$ cat src/priority_budget_slot_picker_defines.svh
// Assertion helpers shared by the slot picker modules.
`ifndef PRIORITY_BUDGET_SLOT_PICKER_DEFINES_SVH
`define PRIORITY_BUDGET_SLOT_PICKER_DEFINES_SVH

// Check a property on every clock edge outside reset.
`define PBSP_ASSERT(name, prop, msg) \
   name: assert property (@(posedge clock) disable iff (reset) (prop)) else $error(msg);

// Check that a condition is followed by a result in the next cycle.
`define PBSP_ASSERT_NEXT(name, cond, res, msg) \
   name: assert property (@(posedge clock) disable iff (reset) (cond) |=> (res)) else $error(msg);

`endif

$ cat src/pbsp_pkg.sv
`timescale 1ns / 1ps

package pbsp_pkg;

   localparam int PRIO_W    = 8;
   localparam int BUDGET_W  = 8;
   localparam int INDEX_W   = 4;
   localparam int CSR_IDX_W = 3;
   localparam int CSR_W     = 8;
   localparam int ENTRY_W   = 1 + PRIO_W + BUDGET_W;

   // Configuration register indexes
   typedef enum logic [CSR_IDX_W-1:0] {
      CSR_PRIO_LOW      = 3'd0,
      CSR_PRIO_NORMAL   = 3'd1,
      CSR_PRIO_HIGH     = 3'd2,
      CSR_BUDGET_LOW    = 3'd3,
      CSR_BUDGET_NORMAL = 3'd4,
      CSR_BUDGET_HIGH   = 3'd5
   } csr_index_type;

   // Request kinds
   typedef enum logic {
      REQ_WRITE = 1'b0,
      REQ_PICK  = 1'b1
   } req_kind_type;

   // Controller to datapath commands
   typedef struct packed {
      logic capture;
      logic align_step;
      logic scan_rd;
      logic reload_rd;
      logic slot_write;
      logic finish;
   } pbsp_cmd_type;

   // Datapath to controller status
   typedef struct packed {
      logic align_done;
      logic last_issue;
      logic have;
      logic refilled;
   } pbsp_sts_type;

endpackage

$ cat src/pbsp_channels.sv
`timescale 1ns / 1ps

interface pbsp_req_if;
   logic                          valid;
   logic                          ready;
   logic                          req_type;
   logic [pbsp_pkg::INDEX_W-1:0]  slot_index;
   logic                          is_runnable;
   logic [pbsp_pkg::PRIO_W-1:0]   raw_priority;
   logic [pbsp_pkg::BUDGET_W-1:0] budget_value;

   modport source (output valid, req_type, slot_index, is_runnable, raw_priority,
                   budget_value, input ready);
   modport sink (input valid, req_type, slot_index, is_runnable, raw_priority,
                 budget_value, output ready);
endinterface

interface pbsp_rsp_if;
   logic                         valid;
   logic                         ready;
   logic                         found;
   logic [pbsp_pkg::INDEX_W-1:0] chosen_slot;
   logic                         did_replenish;

   modport source (output valid, found, chosen_slot, did_replenish, input ready);
   modport sink (input valid, found, chosen_slot, did_replenish, output ready);
endinterface

$ cat src/priority_budget_slot_picker.sv
`timescale 1ns / 1ps

// Slot picker with round-robin scan and per-slot budgets. A write request
// loads one slot (runnable flag, raw priority, budget) and is answered with
// an all-zero response once the slot has been written. A pick request scans
// the slots one per cycle, starting just after slot_index and wrapping, and
// returns the runnable slot with a nonzero budget and the highest sanitized
// priority, the first one met on ties. If none qualifies, a reload sweep
// refills the budget of every runnable slot from its priority class and the
// scan runs again. The start index is wrapped into range before the scan,
// and the slot memory has a single read port, visited one entry a cycle.
// One request is worked at a time; a new one is taken while the previous
// response still waits on rsp.
module priority_budget_slot_picker #(
   parameter int NUM_SLOTS = 16
) (
   input  logic                           clock,
   input  logic                           reset,
   input  logic                           csr_write,
   input  logic [pbsp_pkg::CSR_IDX_W-1:0] csr_index,
   input  logic [pbsp_pkg::CSR_W-1:0]     csr_data,
   pbsp_req_if.sink                       req_if,
   pbsp_rsp_if.source                     rsp_if
);

   pbsp_pkg::pbsp_cmd_type cmd;
   pbsp_pkg::pbsp_sts_type sts;

   pbsp_controller u_controller (
      .clock       (clock),
      .reset       (reset),
      .req_valid   (req_if.valid),
      .req_is_pick (req_if.req_type == pbsp_pkg::REQ_PICK),
      .req_ready   (req_if.ready),
      .rsp_valid   (rsp_if.valid),
      .rsp_ready   (rsp_if.ready),
      .cmd         (cmd),
      .sts         (sts)
   );

   pbsp_datapath #(
      .NUM_SLOTS (NUM_SLOTS)
   ) u_datapath (
      .clock         (clock),
      .reset         (reset),
      .csr_write     (csr_write),
      .csr_index     (csr_index),
      .csr_data      (csr_data),
      .req_type      (req_if.req_type),
      .slot_index    (req_if.slot_index),
      .is_runnable   (req_if.is_runnable),
      .raw_priority  (req_if.raw_priority),
      .budget_value  (req_if.budget_value),
      .cmd           (cmd),
      .sts           (sts),
      .found         (rsp_if.found),
      .chosen_slot   (rsp_if.chosen_slot),
      .did_replenish (rsp_if.did_replenish)
   );

endmodule

$ cat src/pbsp_ram.sv
`timescale 1ns / 1ps

module pbsp_ram #(
   parameter int WIDTH = 17,
   parameter int DEPTH = 16
) (
   input  logic                     clock,
   input  logic                     wr_en,
   input  logic [$clog2(DEPTH)-1:0] wr_addr,
   input  logic [WIDTH-1:0]         wr_data,
   input  logic                     rd_en,
   input  logic [$clog2(DEPTH)-1:0] rd_addr,
   output logic [WIDTH-1:0]         rd_data
);

   logic [WIDTH-1:0] mem [DEPTH];
   logic [WIDTH-1:0] rd_data_ff;

   // Write port and registered read port
   always_ff @(posedge clock) begin
      if (wr_en) begin
         mem[wr_addr] <= wr_data;
      end
      if (rd_en) begin
         rd_data_ff <= mem[rd_addr];
      end
   end

   assign rd_data = rd_data_ff;

endmodule

$ cat src/pbsp_datapath.sv
`timescale 1ns / 1ps
`include "priority_budget_slot_picker_defines.svh"

module pbsp_datapath #(
   parameter int NUM_SLOTS = 16
) (
   input  logic                              clock,
   input  logic                              reset,
   input  logic                              csr_write,
   input  logic [pbsp_pkg::CSR_IDX_W-1:0]    csr_index,
   input  logic [pbsp_pkg::CSR_W-1:0]        csr_data,
   input  logic                              req_type,
   input  logic [pbsp_pkg::INDEX_W-1:0]      slot_index,
   input  logic                              is_runnable,
   input  logic [pbsp_pkg::PRIO_W-1:0]       raw_priority,
   input  logic [pbsp_pkg::BUDGET_W-1:0]     budget_value,
   input  pbsp_pkg::pbsp_cmd_type            cmd,
   output pbsp_pkg::pbsp_sts_type            sts,
   output logic                              found,
   output logic [pbsp_pkg::INDEX_W-1:0]      chosen_slot,
   output logic                              did_replenish
);

   localparam int SW = (NUM_SLOTS > 1) ? $clog2(NUM_SLOTS) : 1;
   localparam int RW = (SW + 1 > 5) ? SW + 1 : 5;
   localparam logic [RW-1:0] N_R    = RW'(NUM_SLOTS);
   localparam logic [RW-1:0] LAST_R = RW'(NUM_SLOTS - 1);
   localparam logic [SW-1:0] LAST_C = SW'(NUM_SLOTS - 1);

   // Configuration registers
   logic [pbsp_pkg::PRIO_W-1:0]   prio_low_ff, prio_normal_ff, prio_high_ff;
   logic [pbsp_pkg::BUDGET_W-1:0] bud_low_ff, bud_normal_ff, bud_high_ff;

   // Captured request
   logic                          req_type_ff;
   logic [pbsp_pkg::INDEX_W-1:0]  idx_ff;
   logic                          run_ff;
   logic [pbsp_pkg::PRIO_W-1:0]   prio_ff;
   logic [pbsp_pkg::BUDGET_W-1:0] budget_ff;

   // Scan control and results
   logic [RW-1:0]                 pos_ff, pos_in;
   logic [SW-1:0]                 cnt_ff, cnt_in;
   logic                          scan_d_ff, reload_d_ff;
   logic [SW-1:0]                 addr_d_ff;
   logic [NUM_SLOTS-1:0]          valid_ff, valid_in;
   logic                          have_ff, have_in;
   logic [pbsp_pkg::PRIO_W-1:0]   best_ff, best_in;
   logic [SW-1:0]                 pick_ff, pick_in;
   logic                          refill_ff, refill_in;
   logic                          found_ff;
   logic [pbsp_pkg::INDEX_W-1:0]  chosen_ff;
   logic                          replenish_ff;

   // Slot memory
   logic                          wr_en;
   logic [SW-1:0]                 wr_addr;
   logic [pbsp_pkg::ENTRY_W-1:0]  wr_data;
   logic                          rd_en;
   logic [pbsp_pkg::ENTRY_W-1:0]  rd_data;

   logic                          rd_run;
   logic [pbsp_pkg::PRIO_W-1:0]   rd_prio;
   logic [pbsp_pkg::BUDGET_W-1:0] rd_budget;
   logic [pbsp_pkg::PRIO_W-1:0]   rd_clean;
   logic                          entry_live;
   logic                          qualify;
   logic                          reload_wr;
   logic [RW-1:0]                 idx_ext;
   logic                          slot_wr;
   logic                          advance;

   // Map an out-of-range priority onto the normal level
   function automatic logic [pbsp_pkg::PRIO_W-1:0] clean_prio(
      input logic [pbsp_pkg::PRIO_W-1:0] p
   );
      if (p < prio_low_ff || p > prio_high_ff) begin
         return prio_normal_ff;
      end
      return p;
   endfunction

   // Pick the reload budget from the priority class, high tested first
   function automatic logic [pbsp_pkg::BUDGET_W-1:0] reload_amount(
      input logic [pbsp_pkg::PRIO_W-1:0] cp
   );
      if (cp == prio_high_ff) begin
         return bud_high_ff;
      end
      if (cp == prio_normal_ff) begin
         return bud_normal_ff;
      end
      return bud_low_ff;
   endfunction

   pbsp_ram #(
      .WIDTH (pbsp_pkg::ENTRY_W),
      .DEPTH (NUM_SLOTS)
   ) u_slot_ram (
      .clock   (clock),
      .wr_en   (wr_en),
      .wr_addr (wr_addr),
      .wr_data (wr_data),
      .rd_en   (rd_en),
      .rd_addr (pos_ff[SW-1:0]),
      .rd_data (rd_data)
   );

   // Unpack the entry read last cycle
   assign rd_run     = rd_data[pbsp_pkg::ENTRY_W-1];
   assign rd_prio    = rd_data[pbsp_pkg::PRIO_W+pbsp_pkg::BUDGET_W-1:pbsp_pkg::BUDGET_W];
   assign rd_budget  = rd_data[pbsp_pkg::BUDGET_W-1:0];
   assign rd_clean   = clean_prio(rd_prio);
   assign entry_live = valid_ff[addr_d_ff] && rd_run;
   assign qualify    = scan_d_ff && entry_live && (rd_budget != '0);
   assign reload_wr  = reload_d_ff && entry_live;

   // Slot writes beyond the table are dropped
   assign idx_ext = RW'(idx_ff);
   assign slot_wr = cmd.slot_write && (idx_ext < N_R);

   assign rd_en   = cmd.scan_rd || cmd.reload_rd;
   assign advance = rd_en;
   assign wr_en   = slot_wr || reload_wr;
   assign wr_addr = slot_wr ? idx_ext[SW-1:0] : addr_d_ff;
   assign wr_data = slot_wr ? {run_ff, prio_ff, budget_ff}
                            : {1'b1, rd_prio, reload_amount(rd_clean)};

   // Next state of the scan position, counter and best candidate
   always_comb begin
      pos_in    = pos_ff;
      cnt_in    = cnt_ff;
      valid_in  = valid_ff;
      have_in   = have_ff;
      best_in   = best_ff;
      pick_in   = pick_ff;
      refill_in = refill_ff;
      if (cmd.capture) begin
         pos_in    = RW'(slot_index) + RW'(1);
         cnt_in    = '0;
         have_in   = 1'b0;
         refill_in = 1'b0;
      end
      if (cmd.align_step && !(pos_ff < N_R)) begin
         pos_in = pos_ff - N_R;
      end
      if (advance) begin
         pos_in = (pos_ff == LAST_R) ? '0 : pos_ff + RW'(1);
         cnt_in = (cnt_ff == LAST_C) ? '0 : cnt_ff + SW'(1);
      end
      if (cmd.reload_rd) begin
         refill_in = 1'b1;
      end
      if (slot_wr) begin
         valid_in[idx_ext[SW-1:0]] = 1'b1;
      end
      if (qualify && (!have_ff || rd_clean > best_ff)) begin
         have_in = 1'b1;
         best_in = rd_clean;
         pick_in = addr_d_ff;
      end
   end

   // Control registers
   always_ff @(posedge clock) begin
      if (reset) begin
         pos_ff      <= '0;
         cnt_ff      <= '0;
         scan_d_ff   <= 1'b0;
         reload_d_ff <= 1'b0;
         valid_ff    <= '0;
         have_ff     <= 1'b0;
         refill_ff   <= 1'b0;
      end else begin
         pos_ff      <= pos_in;
         cnt_ff      <= cnt_in;
         scan_d_ff   <= cmd.scan_rd;
         reload_d_ff <= cmd.reload_rd;
         valid_ff    <= valid_in;
         have_ff     <= have_in;
         refill_ff   <= refill_in;
      end
   end

   // Payload registers
   always_ff @(posedge clock) begin
      addr_d_ff <= pos_ff[SW-1:0];
      best_ff   <= best_in;
      pick_ff   <= pick_in;
      if (cmd.capture) begin
         req_type_ff <= req_type;
         idx_ff      <= slot_index;
         run_ff      <= is_runnable;
         prio_ff     <= raw_priority;
         budget_ff   <= budget_value;
      end
      if (cmd.finish) begin
         found_ff     <= have_ff && (req_type_ff == pbsp_pkg::REQ_PICK);
         chosen_ff    <= have_ff ? pbsp_pkg::INDEX_W'(RW'(pick_ff)) : '0;
         replenish_ff <= refill_ff;
      end
   end

   // Configuration writes
   always_ff @(posedge clock) begin
      if (reset) begin
         prio_low_ff    <= 8'd0;
         prio_normal_ff <= 8'd1;
         prio_high_ff   <= 8'd2;
         bud_low_ff     <= 8'd1;
         bud_normal_ff  <= 8'd2;
         bud_high_ff    <= 8'd4;
      end else if (csr_write) begin
         case (csr_index)
            pbsp_pkg::CSR_PRIO_LOW:      prio_low_ff    <= csr_data;
            pbsp_pkg::CSR_PRIO_NORMAL:   prio_normal_ff <= csr_data;
            pbsp_pkg::CSR_PRIO_HIGH:     prio_high_ff   <= csr_data;
            pbsp_pkg::CSR_BUDGET_LOW:    bud_low_ff     <= csr_data;
            pbsp_pkg::CSR_BUDGET_NORMAL: bud_normal_ff  <= csr_data;
            pbsp_pkg::CSR_BUDGET_HIGH:   bud_high_ff    <= csr_data;
            default: begin
            end
         endcase
      end
   end

   assign sts.align_done = pos_ff < N_R;
   assign sts.last_issue = cnt_ff == LAST_C;
   assign sts.have       = have_ff;
   assign sts.refilled   = refill_ff;

   assign found         = found_ff;
   assign chosen_slot   = chosen_ff;
   assign did_replenish = replenish_ff;

   `PBSP_ASSERT(a_eval_or_reload, !(scan_d_ff && reload_d_ff), "scan and reload overlap")
   `PBSP_ASSERT(a_write_alone, !(slot_wr && (scan_d_ff || reload_d_ff)), "slot write during scan")

endmodule

$ cat src/pbsp_controller.sv
`timescale 1ns / 1ps
`include "priority_budget_slot_picker_defines.svh"

module pbsp_controller (
   input  logic                   clock,
   input  logic                   reset,
   input  logic                   req_valid,
   input  logic                   req_is_pick,
   output logic                   req_ready,
   output logic                   rsp_valid,
   input  logic                   rsp_ready,
   output pbsp_pkg::pbsp_cmd_type cmd,
   input  pbsp_pkg::pbsp_sts_type sts
);

   typedef enum logic [8:0] {
      ST_IDLE   = 9'b000000001,
      ST_WRITE  = 9'b000000010,
      ST_ALIGN  = 9'b000000100,
      ST_SCAN   = 9'b000001000,
      ST_SDRAIN = 9'b000010000,
      ST_DECIDE = 9'b000100000,
      ST_RELOAD = 9'b001000000,
      ST_RDRAIN = 9'b010000000,
      ST_DONE   = 9'b100000000
   } state_type;

   state_type state_ff, state_in;
   logic      rsp_valid_ff, rsp_valid_in;
   logic      accept;

   assign req_ready = (state_ff == ST_IDLE);
   assign accept    = req_valid && req_ready;

   // Sequence one request through the datapath
   always_comb begin
      state_in = state_ff;
      cmd      = '0;
      case (state_ff)
         ST_IDLE: begin
            if (accept) begin
               cmd.capture = 1'b1;
               state_in    = req_is_pick ? ST_ALIGN : ST_WRITE;
            end
         end
         ST_WRITE: begin
            cmd.slot_write = 1'b1;
            state_in       = ST_DONE;
         end
         ST_ALIGN: begin
            cmd.align_step = 1'b1;
            if (sts.align_done) begin
               state_in = ST_SCAN;
            end
         end
         ST_SCAN: begin
            cmd.scan_rd = 1'b1;
            if (sts.last_issue) begin
               state_in = ST_SDRAIN;
            end
         end
         ST_SDRAIN: begin
            state_in = ST_DECIDE;
         end
         ST_DECIDE: begin
            state_in = (sts.have || sts.refilled) ? ST_DONE : ST_RELOAD;
         end
         ST_RELOAD: begin
            cmd.reload_rd = 1'b1;
            if (sts.last_issue) begin
               state_in = ST_RDRAIN;
            end
         end
         ST_RDRAIN: begin
            state_in = ST_SCAN;
         end
         ST_DONE: begin
            if (!rsp_valid_ff || rsp_ready) begin
               cmd.finish = 1'b1;
               state_in   = ST_IDLE;
            end
         end
         default: begin
            state_in = ST_IDLE;
         end
      endcase
   end

   // Hold the response until it is taken
   always_comb begin
      rsp_valid_in = rsp_valid_ff;
      if (rsp_ready) begin
         rsp_valid_in = 1'b0;
      end
      if (cmd.finish) begin
         rsp_valid_in = 1'b1;
      end
   end

   always_ff @(posedge clock) begin
      if (reset) begin
         state_ff     <= ST_IDLE;
         rsp_valid_ff <= 1'b0;
      end else begin
         state_ff     <= state_in;
         rsp_valid_ff <= rsp_valid_in;
      end
   end

   assign rsp_valid = rsp_valid_ff;

   `PBSP_ASSERT_NEXT(a_finish_shows, cmd.finish, rsp_valid_ff, "finished request not shown")
   `PBSP_ASSERT_NEXT(a_accept_busy, accept, !req_ready, "request taken while busy")
   `PBSP_ASSERT(a_one_reload, $rose(state_ff == ST_RELOAD) |-> !sts.refilled, "second reload")

endmodule
$ cat src/flat_wrapper.sv
// flat-port wrapper written by rule: the top's interface ports become plain ports
module priority_budget_slot_picker_flat 
#(
   parameter int NUM_SLOTS = 16
)
  (clock, reset, csr_write, csr_index, csr_data, req_if_valid, req_if_req_type, req_if_slot_index, req_if_is_runnable, req_if_raw_priority, req_if_budget_value, req_if_ready, rsp_if_valid, rsp_if_found, rsp_if_chosen_slot, rsp_if_did_replenish, rsp_if_ready);
  pbsp_req_if req_if_i ();
  pbsp_rsp_if rsp_if_i ();
  input  logic clock;
  input  logic reset;
  input  logic csr_write;
  input  logic [pbsp_pkg::CSR_IDX_W-1:0] csr_index;
  input  logic [pbsp_pkg::CSR_W-1:0] csr_data;
  input wire logic [$bits(req_if_i.valid)-1:0] req_if_valid;
  input wire logic [$bits(req_if_i.req_type)-1:0] req_if_req_type;
  input wire logic [$bits(req_if_i.slot_index)-1:0] req_if_slot_index;
  input wire logic [$bits(req_if_i.is_runnable)-1:0] req_if_is_runnable;
  input wire logic [$bits(req_if_i.raw_priority)-1:0] req_if_raw_priority;
  input wire logic [$bits(req_if_i.budget_value)-1:0] req_if_budget_value;
  output wire logic [$bits(req_if_i.ready)-1:0] req_if_ready;
  output wire logic [$bits(rsp_if_i.valid)-1:0] rsp_if_valid;
  output wire logic [$bits(rsp_if_i.found)-1:0] rsp_if_found;
  output wire logic [$bits(rsp_if_i.chosen_slot)-1:0] rsp_if_chosen_slot;
  output wire logic [$bits(rsp_if_i.did_replenish)-1:0] rsp_if_did_replenish;
  input wire logic [$bits(rsp_if_i.ready)-1:0] rsp_if_ready;
  assign req_if_i.valid = req_if_valid;
  assign req_if_i.req_type = req_if_req_type;
  assign req_if_i.slot_index = req_if_slot_index;
  assign req_if_i.is_runnable = req_if_is_runnable;
  assign req_if_i.raw_priority = req_if_raw_priority;
  assign req_if_i.budget_value = req_if_budget_value;
  assign req_if_ready = req_if_i.ready;
  assign rsp_if_valid = rsp_if_i.valid;
  assign rsp_if_found = rsp_if_i.found;
  assign rsp_if_chosen_slot = rsp_if_i.chosen_slot;
  assign rsp_if_did_replenish = rsp_if_i.did_replenish;
  assign rsp_if_i.ready = rsp_if_ready;
  priority_budget_slot_picker #(.NUM_SLOTS(NUM_SLOTS)) u_core (.clock(clock), .reset(reset), .csr_write(csr_write), .csr_index(csr_index), .csr_data(csr_data), .req_if(req_if_i), .rsp_if(rsp_if_i));
endmodule
$ cat config.mk
export PLATFORM = sky130hd
export DESIGN_NAME = priority_budget_slot_picker_flat
export DESIGN_NICKNAME = d
export VERILOG_FILES = /design/src/pbsp_pkg.sv /design/src/pbsp_channels.sv /design/src/priority_budget_slot_picker.sv /design/src/pbsp_ram.sv /design/src/pbsp_datapath.sv /design/src/pbsp_controller.sv /design/src/flat_wrapper.sv
export VERILOG_INCLUDE_DIRS = /design/src /design/src/src
export SDC_FILE = /design/constraint.sdc
export NUM_CORES = 1
export LEC_CHECK = 0
export BUFFER_PORTS_ARGS = -buffer_cell sky130_fd_sc_hd__clkbuf_2
export CORE_AREA = 2 2 243 245
export CTS_CLUSTER_DIAMETER = 100
export CTS_CLUSTER_SIZE = 24
export DETAILED_ROUTE_END_ITERATION = 16
export DIE_AREA = 0 0 245 247
export GPL_ROUTABILITY_DRIVEN = 0
export PLACE_DENSITY_LB_ADDON = 0.1
export SYNTH_ARGS = -nofsm -noshare
export SYNTH_HDL_FRONTEND = slang
export SYNTH_SLANG_ARGS = --single-unit
$ cat constraint.sdc
create_clock -name clock -period 4.24 [get_ports clock]
set_input_delay 0 -clock clock [delete_from_list [all_inputs] [get_ports clock]]
set_output_delay 0 -clock clock [all_outputs]
set_load 0.05 [all_outputs]
Word-level counts from Yosys, hierarchy flattened

Memories as Yosys holds them, arrays and structs flattened. A register that Yosys moved wholly into a read port is not among the register bits.
Cells that the tools add are included.

Bits in read-only memories: 0
Register bits: 131
Memories kept: 1
Output and inout port bits: 8
Word-level logic and storage cells: 142
Memory bits (writable): 272
Input port bits: 38
Latch bits: 0

Reductions and logical operators: 33
$mul: 0
Equal/unequal tests: 23
Mux-type cells: 46
$add $sub $neg: 4
Magnitude comparators: 8
Divide/modulo/power cells: 0
Shift operators: 0
Bitwise gates (word level): 1

Memory list:

| memory                           | depth | width | read ports | clocked after Yosys merged registers in | write ports | RTL line       | text |
|---|---|---|---|---|---|---|---|
| u_core.u_datapath.u_slot_ram.mem | 16    | 17    | 1          | 1                                       | 1           | pbsp_ram.sv:16 | `logic [WIDTH-1:0] mem [DEPTH];` |

Operator list:

| kind                                                | count |
|---|---|
| case mux 9 bit (9 select lines)                     | 1 |
| 2-to-1 mux 9 bit                                    | 6 |
| 2-to-1 mux 8 bit                                    | 6 |
| 2-to-1 mux 1 bit                                    | 21 |
| 2-to-1 mux 5 bit                                    | 4 |
| 2-to-1 mux 17 bit                                   | 1 |
| equality test 8 bit                                 | 2 |
| > comparator 8 bit                                  | 2 |
| 2-to-1 mux 4 bit                                    | 4 |
| OR 16 bit                                           | 1 |
| < comparator 4 x 5 -> 1 bit, second input constant  | 3 |
| AND reduction 2 bit                                 | 6 |
| logical AND 1 bit                                   | 10 |
| equality test 9 x 1 -> 1 bit, second input constant | 1 |
| equality test 9 x 2 -> 1 bit, second input constant | 1 |
| equality test 9 x 3 -> 1 bit, second input constant | 1 |
| equality test 9 x 4 -> 1 bit, second input constant | 1 |
| equality test 9 x 5 -> 1 bit, second input constant | 1 |
| equality test 9 x 6 -> 1 bit, second input constant | 1 |
| equality test 9 x 7 -> 1 bit, second input constant | 1 |
| equality test 9 x 8 -> 1 bit, second input constant | 1 |
| equality test 9 bit, second input constant          | 1 |
| < comparator 8 bit                                  | 1 |
| != test 2 x 1 -> 1 bit, second input constant       | 4 |
| other kinds (22)                                    | 34 |

Depth between registers and ports, before layout

Gate-level depths: netlist of run 1.

Word-level depth: 10
Depth in mapped cells: 17

By module

Synthesis of run 1 repeated with hierarchy kept, for this count alone.

Cell total of the unflattened synthesis: 1131
Area total of the unflattened synthesis: 17234.0 sq um

By module, submodules not included:

| module          | area each (sq um) | seq. area each (sq um) | cells each | times used |
|---|---|---|---|---|
| pbsp_ram        | 10807.9           | 8678.3                 | 458        | 1 |
| pbsp_datapath   | 5763.0            | 2822.7                 | 594        | 1 |
| pbsp_controller | 663.1             | 200.2                  | 79         | 1 |

Least setup slack after synthesis of run 1

Ideal clock, no wire load.

Path kind: flip-flop to flip-flop
From: register u_core.u_datapath.u_slot_ram.rd_data_ff[15] (netlist: u_core.u_datapath.u_slot_ram.rd_data[15]) (read register of u_core.u_datapath.u_slot_ram.mem)
To: register u_core.u_datapath.best_ff[0] (netlist name) (enable)
Period minus slack after synthesis: 4564 ps
Slack: -324 ps
Data required time: 3844 ps
Arrival: 4167 ps
Setup time: 396 ps
Cell stages (with the launch flop): 15
Buffers on the path: 1
Path through: edfxtp_1 -> ha_1 -> nand4_1 -> or2_0 -> a221oi_4 -> buf_2 -> mux2_2 -> ha_1 -> nor2b_1 -> o21a_1 -> o21a_1 -> o21a_1 -> o2111ai_1 -> a31o_2 -> nor3_1

Word-level cells in the longest chain between the ends: 7

RTL lines:

| what                                                     | RTL line             | text |
|---|---|---|
| start, declared                                          | pbsp_ram.sv:17       | `logic [WIDTH-1:0] rd_data_ff;` |
| < comparator 8 bit or > comparator 8 bit (tied branches) | pbsp_datapath.sv:77  | `if (p < prio_low_ff \|\| p > prio_high_ff) begin` |
| logical OR 1 bit *                                       | pbsp_datapath.sv:77  |  |
| 2-to-1 mux 1 bit *                                       | pbsp_datapath.sv:77  |  |
| 2-to-1 mux 8 bit *                                       | pbsp_datapath.sv:80  | `return p;` |
| via u_core.u_datapath.rd_clean (one bit)                 | pbsp_datapath.sv:65  | `logic [pbsp_pkg::PRIO_W-1:0] rd_clean;` |
| > comparator 8 bit *                                     | pbsp_datapath.sv:157 | `if (qualify && (!have_ff \|\| rd_clean > best_ff)) begin` |
| logical OR 1 bit *                                       | pbsp_datapath.sv:157 |  |
| logical AND 1 bit *                                      | pbsp_datapath.sv:157 |  |
| end signal, assigned                                     | pbsp_datapath.sv:188 | `best_ff <= best_in;` |
| end, declared                                            | pbsp_datapath.sv:48  | `logic [pbsp_pkg::PRIO_W-1:0] best_ff, best_in;` |

Mark *: on every way through the listed nets, which the timed path passes. The rest lies on a longest branch.
A chain may end at the register's enable or synchronous reset.

Worst setup path after layout of run 1

From: register u_core.u_datapath.u_slot_ram.rd_data_ff[11] (netlist: u_core.u_datapath.u_slot_ram.rd_data[11]) (read register of u_core.u_datapath.u_slot_ram.mem)
To: register u_core.u_datapath.best_ff[4] (netlist name) (enable)

Same word-level chain as after synthesis.

==> results.cfg, run 1 <==
[status]
outcome = complete, no violations

[timing]
clock_skew_ns = 0.0321
setup_viol = 0
fin_crit_sh_pct = 91.1
setup_slack_ns = 0.377
fin_tns_setup_ns = 0
post-route-min-period_ns = 3.86
fmax_mhz = 259
rsz0062_at_grt = no
finalMaxSlewViolations = 0
hold_violations = 0
relSlewSlack_pct = 29.2
worst_pin_slew_ns = 1.06

[synth]
ys_types = 68
synth-seq-cells = 420
synth_cells = 1116
seq_area_frac_synth_pct = 67.9
synth_warnings = 0
syn_area_sq_um = 17200
ys_dominant_reg_cell = edfxtp_1
syn_avg_cell_area_sq_um = 15.4
syn-num-nets = 1180
synth_area_leaders = edfxtp_1 57%, mux4_2 12%, dfxtp_1 11%, nand2_1 3.2%, a21oi_1 2.2%
yosys.cell_count.top_type = edfxtp_1
async_flop_share_pct = 0
synth_top_area_cell = edfxtp_1
synth_commonest_cells = 329 x edfxtp_1, 147 x nand2_1, 91 x dfxtp_1, 90 x mux4_2, 75 x a21oi_1
synth_edf_count = 329
synth_top_area_share_pct = 57.4

[clock_network]
cts_sinks = 420
cts_made_buffers = 23
clk_latency_ns = 0.58
h-tree-depth = 1
cts_buffer_depth = 3
root_buffer = clkbuf_16
cts_tree = yes
clkTransAtPathRegs_ns = 0.10

[finish]
layout.area.seq_sq_um = 11700
nets = 1284
drive_above_1_share_pct = 21.6
multi_input_area_sq_um = 5260
fillers = 5589
syn_to_final_growth_pct = 14.8

[drt]
postRouteAntennaNets = 0
vias_per_cell = 4.84
num_vias = 9727
routed_wl_um = 45800
wl_per_cell_um = 22.8
firstDrtPassIters = 7
drcViolationCount = 0
drt_iter0_markers = 705

[power]
p_leak_nw = 6.52
p_per_area_nw_per_um2 = 383
ir_drop_mv = 0.247

[critical_path]
crit_chain = ha_1 > nand4_1 > or2_0 > a221oi_4 > buf_4 > mux2_2 > ha_1 > o21a_1 > o21a_1 > o21a_1 > o2111ai_1 > a31o_2 > nor3_2 > buf_4
crit_path_max_incr_delay_ns = 0.53
cp-start-kind = register
path_max_fanout = 8
cp.required_ns = 4.52
arrival_ns = 4.14
critPathCaptureType = register
crit_top_cell = o21a_1
slowest_stage = edfxtp_1
critPathBufInv = 2
crit_type = reg -> reg
cp_top_family = compound AO/OA/AOI/OAI gates

[placed_design]
numPortBuffers = 45
pre_cts_ws_ns = 0.387
place_hpwl_um = 28100

[floorplan]
pin_count = 46
die-height_um = 247
dieArea_sq_um = 60500
dieWidth_um = 245
core-area_sq_um = 58200
start_util_pct = 29.6
rows = 89

[grt]
grt_max_degree = 73
antenna_found_initial = 1
grt_usage_pct = 15.4
grt_pass1_vias = 9857
grt-ovfl-total = 0
grt_pass1_wl_um = 68000

[run]
max_cap_viol_count = 0

[min_path]
hp-class = in -> reg
-- power breakdown --
part / switching (mW) / internal, mW
logic: 0.275 / 0.230
clock network: 1.42 / 1.11
registers: 0.0725 / 4.46
-- sequential cells by signal, summed over array words and instances (netlist names), 9 cells and up --
signal / cells
u_core.u_datapath.u_slot_ram.rd_data: 17
u_core.u_datapath.valid_ff: 16
u_core.u_datapath.u_slot_ram.mem: 272
u_core.u_controller.state_ff: 9
-- worst register-to-register path: cells and delay by family (launching register included) --
family	cells	cell delay, ns
AO/OA/AOI/OAI	6	1.04
adder cells (fa/ha/maj)	2	0.67
buffers and inverters	2	0.43
flip-flops	1	0.53
multiplexers	1	0.36
AND/OR/NAND/NOR	3	0.55
-- per-layer routing --
metal | GRT usage (%) | up-vias | wire length, um
li1 | - | 4475 | -
met1 | 21.5 | 5072 | 21400
met2 | 25.9 | 138 | 22300
met3 | 1.49 | 42 | 1240
met4 | 3.26 | 0 | 755
met5 | 0 | - | 0
-- cell usage in the layout (no fill, tap or decap), types with 16 or more instances in the layout --
cell / count
a21oi_1: 75
buf_4: 41
clkbuf_16: 24
clkbuf_2: 45
dfxtp_1: 88
dlygate4sd3_1: 40
edfxtp_1: 329
ha_1: 26
inv_1: 29
mux4_2: 90
nand2_1: 147
nor2_1: 37
nor2_2: 16
-- cells by family (layout without fill, tap and decap cells) --
group | Yosys count | after routing | share of synthesized area [%]
adders and majority gates | 26 | 26 | 1.89
xor gates and xnor gates | 25 | 25 | 1.27
DFF | 420 | 420 | 67.9
muxes | 105 | 105 | 12.8
and+or+nand+nor | 315 | 315 | 8.83
AOI/OAI and AO/OA | 144 | 144 | 5.33
other | 0 | 1 | 0
buffers and inverters | 81 | 202 | 1.95
-- area by class of cell --
class | instances | area share [%]
clock buffer | 35 | 3.30
multi-input combinational | 615 | 26.6
sequential | 420 | 59.2
inverter | 31 | 0.589
clock inverter | 7 | 0.354
tap | 773 | 4.89
antenna | 1 | 0.0127
timing repair buffer | 129 | 5.02
-- final timing paths --
path,from,endpoint,slack [ns],cells after the start
setup / recovery,u_core.u_datapath.u_slot_ram.rd_data[11],u_core.u_datapath.best_ff[4],0.38,14
hold / removal,reset,u_core.u_datapath.cnt_ff[0],0.08,2
setup reg to reg,u_core.u_datapath.u_slot_ram.rd_data[11],u_core.u_datapath.best_ff[4],0.38,14
hold reg to reg,u_core.u_datapath.bud_low_ff[7],u_core.u_datapath.bud_low_ff[7],0.46,2
-- timing repair --
item                      CTS  global route
resized for setup           0             0
hold endpoints to repair   81             0
hold buffers               40             0
buffers inserted            0             0
-- stage by stage --
stage | total power [mW] | hold WS [ns] | instance area, sq um | cells | utilization [%]
floorplan | 4.92 | 0.0793 | 17200 | 1116 | -
global placement | 5.12 | 0.178 | 18600 | 1928 | 32.0
detailed placement | 5.12 | 0.180 | 18600 | 1928 | 32.0
CTS | 7.69 | 0.0654 | 19800 | 2010 | 33.9
global route | 7.86 | 0.0937 | 19800 | 2010 | 33.9
finish | 7.57 | 0.0754 | 19800 | 2011 | 33.9
(Power assumes the default switching activity.)
==> run 2, diff against run 1 <==
CORE_AREA = 2 2 280 213   (was 2 2 243 245)
DIE_AREA = 0 0 282 215   (was 0 0 245 247)
==> run 2 against run 1 <==
- utilization rose by 0.26 points
- sequential share of layout area fell by 0.31 points
- largest power group unchanged
- critical endpoint is now u_core.u_datapath.pick_ff[1]
- clock power fell by 9.5%
- via count rose by 0.83%
- combinational power fell by 1%
- design area rose by 0.52%
- first-iteration DRC count rose by 14%
- non-clock buffer count rose by 20
- sequential power barely moved
- die area rose by 0.19%
- total power fell by 3.1%
- critical path type unchanged
- setup slack got worse by 0.095 ns
==> results.cfg, run 2 (synthesized netlist as in run 1, its figures left out) <==
[grt]
grt_pass1_vias = 9811
grt_max_degree = 75
grt_pass1_wl_um = 68500
grt-ovfl-total = 0
antenna_found_initial = 1
grt_usage_pct = 15.4

[placed_design]
numPortBuffers = 45
placed_cells = 1966
place_hpwl_um = 30500

[drt]
drt_iter0_markers = 801
drcViolationCount = 0
wl_per_cell_um = 22.7
num_vias = 9808
vias_per_cell = 4.80
postRouteAntennaNets = 0
routed_wl_um = 46400
firstDrtPassIters = 5

[timing]
fin_crit_sh_pct = 93.3
fmax_mhz = 253
rsz0062_at_grt = no
clock_skew_ns = 0.0345
hold_violations = 0
hold_ws_ns = 0.0282
finalMaxSlewViolations = 0
worst_pin_slew_ns = 0.989
relSlewSlack_pct = 34.1
post-route-min-period_ns = 3.96
setup_viol = 0

[floorplan]
die-height_um = 215
dieArea_sq_um = 60600
core-area_sq_um = 58100
start_util_pct = 29.6
pin_count = 46
dieWidth_um = 282
rows = 77

[finish]
mostFrequentLayoutCell = edfxtp_1
syn_to_final_growth_pct = 15.4
multi_input_area_sq_um = 5290
final_cell_mix = 329 x edfxtp_1, 147 x nand2_1, 90 x mux4_2
largest_register_ffs = 272
stdcell_count = 2044
layout.area.seq_sq_um = 11700
top_register = u_core.u_datapath.u_slot_ram.mem
fillers = 5646
drive_above_1_share_pct = 22.7
nets = 1302
final_util_pct = 34.2

[clock_network]
clk_latency_ns = 0.57
cts_sinks = 420
clkTransAtPathRegs_ns = 0.11
root_buffer = clkbuf_16
cts_made_buffers = 21
cts_buffer_depth = 3
cts_tree = yes
h-tree-depth = 1

[critical_path]
arrival_ns = 4.23
path_max_fanout = 11
crit_path_max_incr_delay_ns = 0.51
crit_chain = ha_1 > nand4_1 > or2_0 > a221oi_4 > buf_4 > mux2_2 > ha_1 > o21a_1 > o21a_1 > o21a_1 > o2111ai_1 > a31o_2 > nor3_4 > buf_12
critPathCaptureType = register
cp-start-kind = register
crit_top_cell = o21a_1
cp.required_ns = 4.52
crit_type = reg -> reg
slowest_stage = edfxtp_1

[power]
p_leak_nw = 6.58
ir_drop_mv = 0.252
p_per_area_nw_per_um2 = 369

[status]
outcome = complete, no violations

[run]
max_cap_viol_count = 0

[min_path]
hp-class = in -> reg
==> run 2: per-stage QoR <==
stage	cell area, sq um	TNS (ns)	power [mW]	setup WS [ns]
5_1_grt	19900	0	7.61	0.142
4_1_cts	19900	0	7.44	0.0869
3_5_place_dp	18900	-1.81	5.12	-0.151
6_report	19900	0	7.33	0.282
3_3_place_gp	18900	-0.665	5.13	-0.0557
2_1_floorplan	17200	0	4.92	0.0458
==> run 2: routing by layer <==
metal,global-route usage (%),vias to the layer above,routed length [um]
met1,25.2,5114,25000
met2,22.1,134,19400
met4,2.22,0,654
li1,-,4522,-
met5,0,-,0
met3,1.75,38,1310
==> run 2: final cells by class <==
class / instances / area share (%)
sequential: 420 / 58.9
multi-input combinational: 615 / 26.6
timing repair buffer: 149 / 5.85
tap: 790 / 4.97
clock buffer: 36 / 2.93
inverter: 31 / 0.585
clock inverter: 2 / 0.126
antenna: 1 / 0.0126
==> run 2: what timing repair did <==
item                       CTS  global route
pin swaps                    0             1
hold endpoints to repair    84             0
setup endpoints to repair   12            12
hold buffers                38             0
gates resized for setup      1             0
buffers inserted             0             1
==> run 2: power breakdown <==
| group | switching (mW) | internal (mW) | total [mW] | leakage [nW] |
|---|---|---|---|---|
| combinational | 0.265 | 0.233 | 0.498 | 2.41 |
| sequential | 0.0838 | 4.46 | 4.55 | 3.88 |
| clock | 1.33 | 0.958 | 2.29 | 0.288 |
| total | 1.68 | 5.65 | 7.33 | 6.58 |
==> run 2: path summary, 6_finish.rpt <==
check                                                 from                            endpoint  slack (ns)  cells after the start
setup reg to reg  u_core.u_datapath.u_slot_ram.rd_data[13]        u_core.u_datapath.pick_ff[1]        0.28                     14
hold reg to reg            u_core.u_datapath.bud_low_ff[7]     u_core.u_datapath.bud_low_ff[7]        0.46                      2
setup / recovery  u_core.u_datapath.u_slot_ram.rd_data[13]        u_core.u_datapath.pick_ff[1]        0.28                     14
hold / removal                                   csr_write  u_core.u_datapath.bud_normal_ff[6]        0.03                      4
==> run 2: worst max-delay path, delay by kind of cell (launching register included) <==
family	cells	cell delay [ns]
AO/OA/AOI/OAI	6	1.10
AND/OR/NAND/NOR	3	0.65
flip-flops	1	0.51
adder cells (fa/ha/maj)	2	0.65
buffers and inverters	2	0.41
multiplexers	1	0.35
